===== src/hw/rtl/mfbp_pkg.sv =====
`default_nettype none

package mfbp_pkg;

  localparam int MaxFieldBitsDef = 32;
  localparam int QueueDepth = 2;
  localparam int ValueW = 32;
  localparam logic [15:0] BufSizeRst = 16'd188;

  // input opcodes
  localparam logic [1:0] OPC_START = 2'd0;
  localparam logic [1:0] OPC_WRITE = 2'd1;
  localparam logic [1:0] OPC_ALIGN = 2'd2;

  typedef enum logic [1:0] {
    KIND_START,
    KIND_WRITE,
    KIND_ALIGN
  } kind_e;

  typedef struct packed {
    logic [7:0]  byte_value;
    logic [15:0] byte_index;
    logic        overflow;
    logic        last;
  } result_t;

endpackage

`default_nettype wire


===== src/hw/rtl/mfbp_front.sv =====
`default_nettype none

module mfbp_front import mfbp_pkg::*; #(
  parameter int MaxFieldBits = MaxFieldBitsDef,
  parameter int CntW = $clog2(MaxFieldBits + 1)
) (
  input  logic              in_valid_i,
  output logic              in_stall_o,
  input  logic [1:0]        opcode_i,
  input  logic [5:0]        bit_count_i,
  input  logic [ValueW-1:0] bit_value_i,
  input  logic              q_full_i,
  output logic              push_o,
  output kind_e             kind_o,
  output logic [CntW-1:0]   cnt_o,
  output logic [ValueW-1:0] value_o
);

  logic keep;

  assign in_stall_o = q_full_i;
  assign value_o    = bit_value_i;
  assign push_o     = in_valid_i && !q_full_i && keep;

  always_comb begin
    if (32'(bit_count_i) > MaxFieldBits) begin
      cnt_o = CntW'(MaxFieldBits);
    end else begin
      cnt_o = CntW'(bit_count_i);
    end
  end

  // drop unused opcodes and empty writes here; they leave no trace
  always_comb begin
    keep   = 1'b0;
    kind_o = KIND_START;
    case (opcode_i)
      OPC_START: begin
        keep   = 1'b1;
        kind_o = KIND_START;
      end
      OPC_WRITE: begin
        keep   = (bit_count_i != 6'd0);
        kind_o = KIND_WRITE;
      end
      OPC_ALIGN: begin
        keep   = 1'b1;
        kind_o = KIND_ALIGN;
      end
      default: begin
        keep   = 1'b0;
        kind_o = KIND_START;
      end
    endcase
  end

endmodule

`default_nettype wire


===== src/hw/rtl/mfbp_queue.sv =====
`default_nettype none

module mfbp_queue import mfbp_pkg::*; #(
  parameter int DataW = 8,
  parameter int Depth = QueueDepth
) (
  input  logic             clk_i,
  input  logic             rst_ni,
  input  logic             push_i,
  input  logic [DataW-1:0] data_i,
  output logic             full_o,
  input  logic             pop_i,
  output logic             empty_o,
  output logic [DataW-1:0] data_o
);

  localparam int PtrW = (Depth > 1) ? $clog2(Depth) : 1;
  localparam int FillW = $clog2(Depth + 1);

  logic [DataW-1:0] mem_q [Depth];
  logic [PtrW-1:0]  wr_ptr_q, wr_ptr_d;
  logic [PtrW-1:0]  rd_ptr_q, rd_ptr_d;
  logic [FillW-1:0] fill_q, fill_d;
  logic             do_push, do_pop;

  assign full_o  = (fill_q == FillW'(Depth));
  assign empty_o = (fill_q == '0);
  assign data_o  = mem_q[rd_ptr_q];
  assign do_push = push_i && !full_o;
  assign do_pop  = pop_i && !empty_o;

  always_comb begin
    wr_ptr_d = wr_ptr_q;
    rd_ptr_d = rd_ptr_q;
    fill_d   = fill_q;
    if (do_push) begin
      wr_ptr_d = (wr_ptr_q == PtrW'(Depth - 1)) ? '0 : wr_ptr_q + 1'b1;
    end
    if (do_pop) begin
      rd_ptr_d = (rd_ptr_q == PtrW'(Depth - 1)) ? '0 : rd_ptr_q + 1'b1;
    end
    if (do_push && !do_pop) begin
      fill_d = fill_q + 1'b1;
    end else if (do_pop && !do_push) begin
      fill_d = fill_q - 1'b1;
    end
  end

  always_ff @(posedge clk_i or negedge rst_ni) begin
    if (!rst_ni) begin
      wr_ptr_q <= '0;
      rd_ptr_q <= '0;
      fill_q   <= '0;
    end else begin
      wr_ptr_q <= wr_ptr_d;
      rd_ptr_q <= rd_ptr_d;
      fill_q   <= fill_d;
    end
  end

  always_ff @(posedge clk_i) begin
    if (do_push) begin
      mem_q[wr_ptr_q] <= data_i;
    end
  end

endmodule

`default_nettype wire


===== src/hw/rtl/mfbp_back.sv =====
`default_nettype none

module mfbp_back import mfbp_pkg::*; #(
  parameter int CntW = 6
) (
  input  logic              clk_i,
  input  logic              rst_ni,
  input  logic              cfg_we_i,
  input  logic [15:0]       cfg_wdata_i,
  input  logic              q_empty_i,
  input  kind_e             q_kind_i,
  input  logic [CntW-1:0]   q_cnt_i,
  input  logic [ValueW-1:0] q_value_i,
  output logic              pop_o,
  output logic              out_valid_o,
  input  logic              out_stall_i,
  output result_t           res_o
);

  logic [15:0]       bsize_q, bsize_d;
  logic [7:0]        part_q, part_d;
  logic [2:0]        fill_q, fill_d;
  logic [15:0]       widx_q, widx_d;
  logic              work_valid_q, work_valid_d;
  kind_e             kind_q, kind_d;
  logic [CntW-1:0]   rem_q, rem_d;
  logic [ValueW-1:0] val_q, val_d;
  logic              out_valid_q, out_valid_d;
  result_t           res_q, res_d;

  logic            slot_free, done, complete;
  logic [3:0]      room, take, fill_sum;
  logic [CntW-1:0] room_w, take_w, rest;
  logic [7:0]      chunk, placed, mask;
  logic [8:0]      mask_w;

  assign slot_free   = !out_valid_q || !out_stall_i;
  assign out_valid_o = out_valid_q;
  assign res_o       = res_q;

  // bits of the current field that fit into the byte under assembly
  always_comb begin
    room     = 4'd8 - {1'b0, fill_q};
    room_w   = CntW'(room);
    take_w   = (rem_q < room_w) ? rem_q : room_w;
    take     = take_w[3:0];
    rest     = rem_q - take_w;
    mask_w   = (9'd1 << take) - 9'd1;
    mask     = mask_w[7:0];
    chunk    = 8'(val_q >> rest) & mask;
    placed   = chunk << (room - take);
    fill_sum = {1'b0, fill_q} + take;
    complete = (fill_sum == 4'd8);
  end

  always_comb begin
    bsize_d      = cfg_we_i ? cfg_wdata_i : bsize_q;
    part_d       = part_q;
    fill_d       = fill_q;
    widx_d       = widx_q;
    rem_d        = rem_q;
    res_d        = res_q;
    out_valid_d  = out_valid_q && out_stall_i;
    done         = 1'b0;

    if (work_valid_q) begin
      case (kind_q)
        KIND_START: begin
          part_d = '0;
          fill_d = '0;
          widx_d = '0;
          done   = 1'b1;
        end
        KIND_ALIGN: begin
          if (fill_q != 3'd0 && widx_q < bsize_q) begin
            if (slot_free) begin
              res_d       = '{byte_value: part_q, byte_index: widx_q,
                              overflow: 1'b0, last: 1'b1};
              out_valid_d = 1'b1;
              part_d      = '0;
              fill_d      = '0;
              widx_d      = widx_q + 16'd1;
              done        = 1'b1;
            end
          end else begin
            done = 1'b1;
          end
        end
        KIND_WRITE: begin
          if (rem_q == '0) begin
            done = 1'b1;
          end else if (complete) begin
            // hold until the output register can take the byte
            if (slot_free) begin
              res_d       = '{byte_value: part_q | placed, byte_index: widx_q,
                              overflow: (widx_q >= bsize_q),
                              last: (rest < CntW'(8))};
              out_valid_d = 1'b1;
              part_d      = '0;
              fill_d      = '0;
              widx_d      = widx_q + 16'd1;
              rem_d       = rest;
              done        = (rest == '0);
            end
          end else begin
            part_d = part_q | placed;
            fill_d = fill_sum[2:0];
            rem_d  = rest;
            done   = 1'b1;
          end
        end
        default: begin
          done = 1'b1;
        end
      endcase
    end
  end

  assign pop_o = !q_empty_i && (!work_valid_q || done);

  always_comb begin
    kind_d       = kind_q;
    val_d        = val_q;
    work_valid_d = work_valid_q && !done;
    if (pop_o) begin
      work_valid_d = 1'b1;
      kind_d       = q_kind_i;
      val_d        = q_value_i;
    end
  end

  always_ff @(posedge clk_i or negedge rst_ni) begin
    if (!rst_ni) begin
      bsize_q      <= BufSizeRst;
      part_q       <= '0;
      fill_q       <= '0;
      widx_q       <= '0;
      work_valid_q <= 1'b0;
      out_valid_q  <= 1'b0;
    end else begin
      bsize_q      <= bsize_d;
      part_q       <= part_d;
      fill_q       <= fill_d;
      widx_q       <= widx_d;
      work_valid_q <= work_valid_d;
      out_valid_q  <= out_valid_d;
    end
  end

  always_ff @(posedge clk_i) begin
    kind_q <= kind_d;
    val_q  <= val_d;
    rem_q  <= pop_o ? q_cnt_i : rem_d;
    res_q  <= res_d;
  end

endmodule

`default_nettype wire


===== src/hw/rtl/msb_first_bit_packer_top.sv =====
// Channel   Direction  Handshake              Beat contents
// input     in         in_valid_i/in_stall_o  opcode_i, bit_count_i, bit_value_i
// output    out        out_valid_o/out_stall_i byte_value_o, byte_index_o,
//                                              overflow_o, last_o
// config    in         cfg_we_i               cfg_wdata_i (buffer size)
//
// An input beat enters a two-entry queue in the cycle it is accepted; the back
// end loads it into its work registers once the current item is done, then
// takes the field chunk by chunk, each chunk being the bits that fit the byte
// under assembly, with at most one output byte per cycle through the output
// register. Reset is asynchronous and active low; buffer size returns to 188.
// Output stall holds the back end only when a finished byte needs the output
// register; the queue keeps accepting input until it is full.
`default_nettype none

module msb_first_bit_packer_top import mfbp_pkg::*; #(
  parameter int MaxFieldBits = MaxFieldBitsDef
) (
  input  logic              clk_i,
  input  logic              rst_ni,
  input  logic              cfg_we_i,
  input  logic [15:0]       cfg_wdata_i,
  input  logic              in_valid_i,
  output logic              in_stall_o,
  input  logic [1:0]        opcode_i,
  input  logic [5:0]        bit_count_i,
  input  logic [ValueW-1:0] bit_value_i,
  output logic              out_valid_o,
  input  logic              out_stall_i,
  output logic [7:0]        byte_value_o,
  output logic [15:0]       byte_index_o,
  output logic              overflow_o,
  output logic              last_o
);

  localparam int CntW = $clog2(MaxFieldBits + 1);
  localparam int EntryW = $bits(kind_e) + CntW + ValueW;

  logic              push, q_full, q_empty, pop;
  kind_e             f_kind, q_kind;
  logic [CntW-1:0]   f_cnt, q_cnt;
  logic [ValueW-1:0] f_value, q_value;
  logic [EntryW-1:0] q_wdata, q_rdata;
  result_t           res;

  mfbp_front #(
    .MaxFieldBits(MaxFieldBits),
    .CntW        (CntW)
  ) u_front (
    .in_valid_i (in_valid_i),
    .in_stall_o (in_stall_o),
    .opcode_i   (opcode_i),
    .bit_count_i(bit_count_i),
    .bit_value_i(bit_value_i),
    .q_full_i   (q_full),
    .push_o     (push),
    .kind_o     (f_kind),
    .cnt_o      (f_cnt),
    .value_o    (f_value)
  );

  assign q_wdata = {f_kind, f_cnt, f_value};

  mfbp_queue #(
    .DataW(EntryW),
    .Depth(QueueDepth)
  ) u_queue (
    .clk_i  (clk_i),
    .rst_ni (rst_ni),
    .push_i (push),
    .data_i (q_wdata),
    .full_o (q_full),
    .pop_i  (pop),
    .empty_o(q_empty),
    .data_o (q_rdata)
  );

  assign q_kind  = kind_e'(q_rdata[EntryW-1 -: $bits(kind_e)]);
  assign q_cnt   = q_rdata[ValueW +: CntW];
  assign q_value = q_rdata[ValueW-1:0];

  mfbp_back #(
    .CntW(CntW)
  ) u_back (
    .clk_i      (clk_i),
    .rst_ni     (rst_ni),
    .cfg_we_i   (cfg_we_i),
    .cfg_wdata_i(cfg_wdata_i),
    .q_empty_i  (q_empty),
    .q_kind_i   (q_kind),
    .q_cnt_i    (q_cnt),
    .q_value_i  (q_value),
    .pop_o      (pop),
    .out_valid_o(out_valid_o),
    .out_stall_i(out_stall_i),
    .res_o      (res)
  );

  assign byte_value_o = res.byte_value;
  assign byte_index_o = res.byte_index;
  assign overflow_o   = res.overflow;
  assign last_o       = res.last;

endmodule

`default_nettype wire


===== config.mk =====
export PLATFORM = sky130hd
export DESIGN_NAME = msb_first_bit_packer_top
export DESIGN_NICKNAME = d
export VERILOG_FILES = /design/src/hw/rtl/mfbp_pkg.sv /design/src/hw/rtl/mfbp_front.sv /design/src/hw/rtl/mfbp_queue.sv /design/src/hw/rtl/mfbp_back.sv /design/src/hw/rtl/msb_first_bit_packer_top.sv
export SDC_FILE = /design/constraint.sdc
export NUM_CORES = 1
export LEC_CHECK = 0
export ABC_AREA = 1
export BUFFER_PORTS_ARGS = -buffer_cell sky130_fd_sc_hd__buf_2
export CORE_MARGIN = 5
export CORE_UTILIZATION = 40
export DETAILED_ROUTE_END_ITERATION = 12
export GPL_TIMING_DRIVEN = 0
export HOLD_SLACK_MARGIN = 0.15
export PLACE_DENSITY = 0.69
export REMOVE_ABC_BUFFERS = 1
export SYNTH_ARGS = -nofsm -noshare
export SYNTH_HDL_FRONTEND = slang
export SYNTH_SLANG_ARGS = --single-unit

===== constraint.sdc =====
create_clock -name clk_i -period 4.9 [get_ports clk_i]
set_clock_uncertainty 0.1 [all_clocks]
set_input_delay 0.49 -clock clk_i [delete_from_list [all_inputs] [get_ports clk_i]]
set_output_delay 0.49 -clock clk_i [all_outputs]
set_load 0.05 [all_outputs]

==> results.md, run 1 <==
* Normalized max-slew margin at 25.6%
* Dominant synthesized flop cell: edfxtp_1
* Yosys warns at 0
* Initial antenna violation count at 0
* HPWL Detailed at 15,900 um
* WP buf/inv at 5
* Nets at 1,470
* Die ar. at 30,400 um2
* Syn_area_per_cell at 8.65 um2
* GR Util All Layers at 15.9%
* Minimum clock period at 4.59 ns
* Worst Max-Slew Pin Slew at 1.12 ns
* Worst-path clk slew at 0.09 ns
* Critical Path RT at 5.11 ns
* Core Footprint at 26,800 um2
* Reg2reg setup slack at 0.31 ns
* Sequential fraction of the synthesis area at 52.0%
* Die W at 174 um
* Syn-to-layout area delta at 18.7%
* Yosys top cell area share at 40.6%
* Cell variety after synth at 55
* Crit-path max FO at 16
* R2r worst-path depth at 26
* Max Cap Viol at 0
* Ant diodes at 0
* Final Hold Viols at 0
* CTS Buffer Depth at 2
* Vias in the first global route at 8,434
* Util after Layout at 47.8%
* Arr. time, crit path at 4.80 ns
* Vias after detailed routing at 8,735
* DRT antenna net count at 0
* Register area at 5620 um2
* Fin Setup TNS at 0 ns
* Final Cell Area at 12,800 um2
* H-tree levels at 4
* Reg-to-Reg End: u_queue.fill_q[1]
* Kind of critical path: reg -> reg
* Worst Hold Class: in -> async
* Starting density of the core at 40.3%
* #FFs+latches synth at 195
* Inserted Clock Buffers at 17
* Post-Route WL at 24,000 um
* Crit share post-route at 93.6%
* Layout fillers at 2,443
* Number of clock sinks at 195
* Crit path launch type: flip-flop
* 1st-iter DRT viols at 699
* EDFF count, synth at 146
* I/O Pins at 89
* First-pass GRT wire length at 40,200 um
* Vias/cell at 5.05
* Share of cells above drive strength 1 at 16.4%
* Top cells by area, synth: edfxtp_1, nand2_1, dfrtp_1
* Status: finished, final reports clean
* Pre-Repair DR Iteration Count at 5
* Async SR Flop Fraction at 25.1%
* Most frequent cell after synthesis: nand2_1
* Max Slew Vio Count at 0
* Remaining Overflow, GRT at 0
* Reg2reg start: u_back.fill_q[1]
* IO buf count at 88
* Critical-path top delay cell: dfrtp_2
* RSZ-0062 raised after global routing: yes
* Post-Syn Area at 10,800 um2
* Final setup fails at 0
* Routed wire per std cell at 13.9 um
* Delay of the slowest cell on the worst path at 0.43 ns
* Element type at the critical path end: flip-flop
* GPL Wtd Cong at 0.896
* CTS tree: done
* Multi-input gate area at 4550 um2
* Die H at 174 um
* Most frequent cells after synthesis: nand2_1, edfxtp_1, inv_1
* Dpl cell area at 11,500 um2
* Syn Inst Count at 1,248
* Synth area leader: edfxtp_1
* Clock root cell: clkbuf_16
* Drc violations at 0
* Worst skew pair latency at 0.45 ns
* Cell row count at 60
* Largest net degree at the start of global routing at 50
* Fmax at 0.218 GHz
* Top Family by Delay on Critical Path: simple AND/OR/NAND/NOR gates
## flip-flops by register name, indices dropped and copies added (netlist names), 2 cells and up
name	count
u_queue.fill_q	2
u_queue.mem_q	80
u_back.rem_q	6
u_back.widx_q	16
u_back.val_q	32
u_back.part_q	8
u_back.kind_q	2
u_back.bsize_q	16
u_back.res_o	26
u_back.fill_q	3
## what timing repair did
action | in CTS | in global routing
hold buffers | 41 | 0
hold endpoints to repair | 73 | 0
resized for setup | 14 | 12
buffers inserted | 1 | 13
endpoints found under the setup margin | 66 | 84
pin swaps | 1 | 5
cloned | 2 | 2
## logic make-up after synthesis
logic type               after synthesis  share of synthesized area, %
adder cells (fa/ha/maj)               34                          3.94
buffers and inverters                183                          6.92
AO/OA/AOI/OAI                        170                          9.23
AND/OR/NAND/NOR                      646                          26.2
XOR/XNOR                              15                          1.22
flip-flops                           195                          52.0
multiplexers                           5                         0.475
## metal layers
layer,track usage [%],up-vias,routed length (um)
li1,-,4397,-
met2,26.0,201,11300
met3,2.72,20,1130
met5,0,-,0
met4,4.26,0,283
met1,21.9,4117,11300
## how the worst max path moves through the flow
| stage | cells after the start | start | end |
|---|---|---|---|
| after global routing | 34 | u_back.fill_q[0] | u_back.part_q[6] |
| after global placement | 20 | u_back.fill_q[0] | u_back.rem_q[0] |
| after CTS | 22 | u_back.fill_q[0] | u_queue.fill_q[1] |
| after detailed placement | 20 | u_back.fill_q[0] | u_back.rem_q[0] |
| after floorplan | 20 | u_back.fill_q[0] | u_back.rem_q[0] |
| final | 26 | u_back.fill_q[1] | u_queue.fill_q[1] |
## cells in the final DEF (no fill, tap or decap), types with 30 or more instances in the layout
master         netlist  final
nand2_1            427    424
edfxtp_1           146    146
inv_1              125    121
o21ai_0             89     89
buf_2                6     88
nand3_1             81     81
nor2_1              59     56
dlygate4sd3_1        0     41
dfrtp_1             44     41
a21oi_1             34     34
ha_1                34     30
## final cells by class
type                    instances  area share, %
clock inverters                14           1.42
well taps                     341           3.33
repair inverters                3          0.156
repair buffers                147           8.10
flip-flops and latches        195           43.8
inverters                     140           4.24
multi-input cells             871           35.5
clock buffers                  18           3.43
## stage by stage
step           setup WS, ns  std cells  hold WS [ns]
2_1_floorplan         0.102       1205        0.0944
4_1_cts              0.0117       1713         0.153
3_5_place_dp          -1.24       1637         0.386
6_report              0.312       1729         0.149
5_1_grt             -0.0180       1729         0.170
3_3_place_gp          -1.13       1634         0.381
Power of run 1 is left out: the tool's default activity adds up to more than one toggle a clock period on the data nets, which glitch-free logic cannot reach.
==> inputs of run 2 (changes only) <==
--- a/config.mk
+++ b/config.mk
@@ -5,8 +5,8 @@
 export SDC_FILE = /design/constraint.sdc
 export NUM_CORES = 1
 export LEC_CHECK = 0
-export ABC_AREA = 1
 export BUFFER_PORTS_ARGS = -buffer_cell sky130_fd_sc_hd__buf_2
+export CORE_ASPECT_RATIO = 0.9
 export CORE_MARGIN = 5
 export CORE_UTILIZATION = 40
 export DETAILED_ROUTE_END_ITERATION = 12
==> results.md, run 2 <==
* Core Footprint at 26,000 um2 (was 26,800 um2)
* Worst Max-Slew Pin Slew at 1.13 ns (was 1.12 ns)
* Max Slew Vio Count at 0 (unchanged)
* Crit path launch type: flip-flop (unchanged)
* Arr. time, crit path at 5.24 ns (was 4.80 ns)
* Die ar. at 29,600 um2 (was 30,400 um2)
* Met1 WL at 12,400 um (was 11,300 um)
* Commonest non-fill, non-tap cell in the layout: edfxtp_1 (was nand2_1)
* Top Family by Delay on Critical Path: compound AO/OA/AOI/OAI gates (was simple AND/OR/NAND/NOR gates)
* Normalized max-slew margin at 24.7% (was 25.6%)
* Async SR Flop Fraction at 25.1% (unchanged)
* Worst-path clk slew at 0.08 ns (was 0.09 ns)
* I/O Pins at 89 (unchanged)
* Synth area leader: edfxtp_1 (unchanged)
* Largest register FFs at 80 (unchanged)
* Cell variety after synth at 84 (was 55)
* Cells along the critical path: clkinvlp_4, ha_4, clkinvlp_4, ha_4, a21o_4, a21oi_4, mux2i_4, ha_4, clkinvlp_4, ha_4, buf_4, mux2_2, o21ai_0, nor3_1, a211oi_1, o211ai_1, nand2_1, o31ai_1, a211oi_2, nor2_2, or2_1
* Highest metal used: met4 (unchanged)
* Critical Path RT at 4.99 ns (was 5.11 ns)
* Yosys warns at 0 (unchanged)
* CTS Buffer Depth at 2 (unchanged)
* Ant diodes at 0 (unchanged)
* Reg2reg setup slack at -0.26 ns (was 0.31 ns)
* WP buf/inv at 4 (was 5)
* IO buf count at 88 (unchanged)
* RSZ-0062 raised after global routing: yes (unchanged)
* Fin Setup TNS at -6.36 ns (was 0 ns)
* Commonest non-fill, non-tap cells in the layout: edfxtp_1, buf_2, nand2_1 (was nand2_1, edfxtp_1, inv_1)
* Kind of critical path: reg -> reg (unchanged)
* CP most frequent cell: ha_4
* Share of cells above drive strength 1 at 37.3% (was 16.4%)
* Final Hold Viols at 0 (unchanged)
* Largest net degree at the start of global routing at 50 (unchanged)
* Crit-path max FO at 7 (was 16)
* Die H at 164 um (was 174 um)
* 1st-iter DRT viols at 847 (was 699)
* Final Cell Area at 14,100 um2 (was 12,800 um2)
* DRT antenna net count at 0 (unchanged)
* Number of clock sinks at 195 (unchanged)
* Minimum clock period at 5.16 ns (was 4.59 ns)
* Status: finished, violations left (was finished, final reports clean)
* Yosys top cell area share at 41.7% (was 40.6%)
* EDFF count, synth at 146 (unchanged)
* First-pass GRT wire length at 42,400 um (was 40,200 um)
* R2r worst-path depth at 21 (was 26)
* Sequential fraction of the synthesis area at 53.4% (was 52.0%)
* Top cells by area, synth: edfxtp_1, dfrtp_1, mux2_2 (was edfxtp_1, nand2_1, dfrtp_1)
* Remaining Overflow, GRT at 0 (unchanged)
* Hold Path End: u_back.bsize_q[1]
* Post-Route WL at 28,100 um (was 24,000 um)
* Critical-path top delay cell: dfrtp_2 (unchanged)
* Drc violations at 0 (unchanged)
* Max Cap Viol at 0 (unchanged)
* Top reg by flops: u_queue.mem_q (unchanged)
* Initial antenna violation count at 0 (unchanged)
* Post-route setup slack at -0.257 ns (was 0.312 ns)
* Vias/cell at 5.67 (was 5.05)
* HPWL Detailed at 17,000 um (was 15,900 um)
* Pre-Repair DR Iteration Count at 6 (was 5)
* Clock root cell: clkbuf_16 (unchanged)
* Worst skew pair latency at 0.44 ns (was 0.45 ns)
* Met2 WL post-DR at 13,200 um (was 11,300 um)
* CTS tree: done (unchanged)
* Final setup fails at 58 (was 0)
* Failing checks: negative setup slack
* Fmax at 0.194 GHz (was 0.218 GHz)
* Routed wire per std cell at 19.1 um (was 13.9 um)
* Worst hold start: cfg_wdata_i[1]
* GR Util All Layers at 17.7% (was 15.9%)
* Dominant synthesized flop cell: edfxtp_1 (unchanged)
* GPL Wtd Cong at 0.916 (was 0.896)
* Vias after detailed routing at 8,329 (was 8,735)
* Syn-to-layout area delta at 34.3% (was 18.7%)
* Cell row count at 56 (was 60)
* Delay of the slowest cell on the worst path at 0.44 ns (was 0.43 ns)
* Vias in the first global route at 8,052 (was 8,434)
* Most frequent cells after synthesis: edfxtp_1, nand2_1, mux2_2 (was nand2_1, edfxtp_1, inv_1)
* Met3 wire length at 1720 um (was 1130 um)
* Dpl cell area at 11,400 um2 (was 11,500 um2)
* Most frequent cell after synthesis: edfxtp_1 (was nand2_1)
* Nets at 1,204 (was 1,470)
* Number of cells on the worst hold path at 3
* Syn_area_per_cell at 11.6 um2 (was 8.65 um2)
* Starting density of the core at 40.5% (was 40.3%)
* Die W at 181 um (was 174 um)
* Inserted Clock Buffers at 17 (unchanged)
* Worst Hold Class: in -> reg (was in -> async)
* Syn Inst Count at 910 (was 1,248)
* #FFs+latches synth at 195 (unchanged)
* H-tree levels at 4 (unchanged)
* Crit share post-route at 105% (was 93.6%)
* Reg2reg start: u_back.fill_q[0] (was u_back.fill_q[1])
* Element type at the critical path end: flip-flop (unchanged)
* Reg-to-Reg End: u_back.res_o[24] (was u_queue.fill_q[1])
* Post-Syn Area at 10,500 um2 (was 10,800 um2)
run 2: cell types whose count changed after synthesis, sizes merged, moves of 11 or more:
| cell | before | now |
|---|---|---|
| xnor2 | 4 | 17 |
| inv | 136 | 38 |
| nor3 | 16 | 27 |
| mux2 | 1 | 60 |
| nor2 | 70 | 56 |
| nand2 | 440 | 69 |
| nor2b | 0 | 21 |
| and3 | 0 | 11 |
| mux2i | 4 | 47 |
| nand3 | 86 | 28 |
| o21ai | 104 | 62 |
run 2: what timing repair did:
action,CTS,global route
buffers inserted,54,34
hold buffers,34,0
endpoints found under the setup margin,109,97
gates cloned,3,3
hold endpoints to repair,66,0
gates resized for setup,112,89
pin swaps,42,51
run 2: area by class of cell:
class | instances | area (um2)
inverter | 38 | 156
sequential | 195 | 5620
fill | 2112 | 11900
multi-input combinational | 636 | 5450
tap | 348 | 435
clock buffer | 19 | 433
timing repair buffer | 221 | 1860
clock inverter | 13 | 168
run 2: metrics by stage:
stage / hold WS, ns / worst slack (ns) / util, % / cells
detailed placement: 0.384 / -2.62 / 43.7 / 1311
CTS: 0.153 / -0.138 / 51.6 / 1434
finish: 0.165 / -0.257 / 54.4 / 1470
global placement: 0.373 / -3.89 / 43.2 / 1305
floorplan: 0.0944 / -1.83 / - / 869
global route: 0.154 / -0.364 / 54.4 / 1470
run 2: worst max path at each step:
stage | startpoint | to | slack (ns) | cells after the start
floorplan | u_back.fill_q[0] | u_queue.fill_q[1] | -1.83 | 22
global placement | u_back.fill_q[0] | u_queue.fill_q[1] | -3.89 | 22
detailed placement | u_back.fill_q[0] | u_queue.fill_q[1] | -2.62 | 21
CTS | u_back.fill_q[0] | u_back.res_o[25] | -0.14 | 19
global route | u_back.fill_q[0] | u_back.res_o[24] | -0.36 | 21
finish | u_back.fill_q[0] | u_back.res_o[24] | -0.26 | 21
run 2: per-layer routing:
metal,up-vias,track usage (%)
met5,-,0
met4,0,6.38
met3,70,2.99
met2,370,28.2
met1,4055,24.8
li1,3834,-
run 2: cell families (layout without fill, tap and decap cells):
| logic type | count (synthesis) | after routing | share of synthesized area (%) |
|---|---|---|---|
| buf+inv | 79 | 291 | 2.99 |
| compound gates | 203 | 203 | 13.0 |
| xor+xnor | 23 | 23 | 2.16 |
| flops | 195 | 195 | 53.4 |
| mux | 108 | 108 | 11.2 |
| simple gates | 267 | 267 | 13.1 |
| fa+ha+maj | 35 | 35 | 4.15 |
run 2: worst reg2reg max path: cells and delay by family (launching register included):
| family | cells | cell delay, ns |
|---|---|---|
| DFF | 1 | 0.44 |
| muxes | 2 | 0.64 |
| buffers and inverters | 4 | 0.56 |
| and+or+nand+nor | 4 | 0.52 |
| adders and majority gates | 4 | 1.14 |
| AOI/OAI and AO/OA | 7 | 1.52 |
Power of run 2 is left out for the same reason.
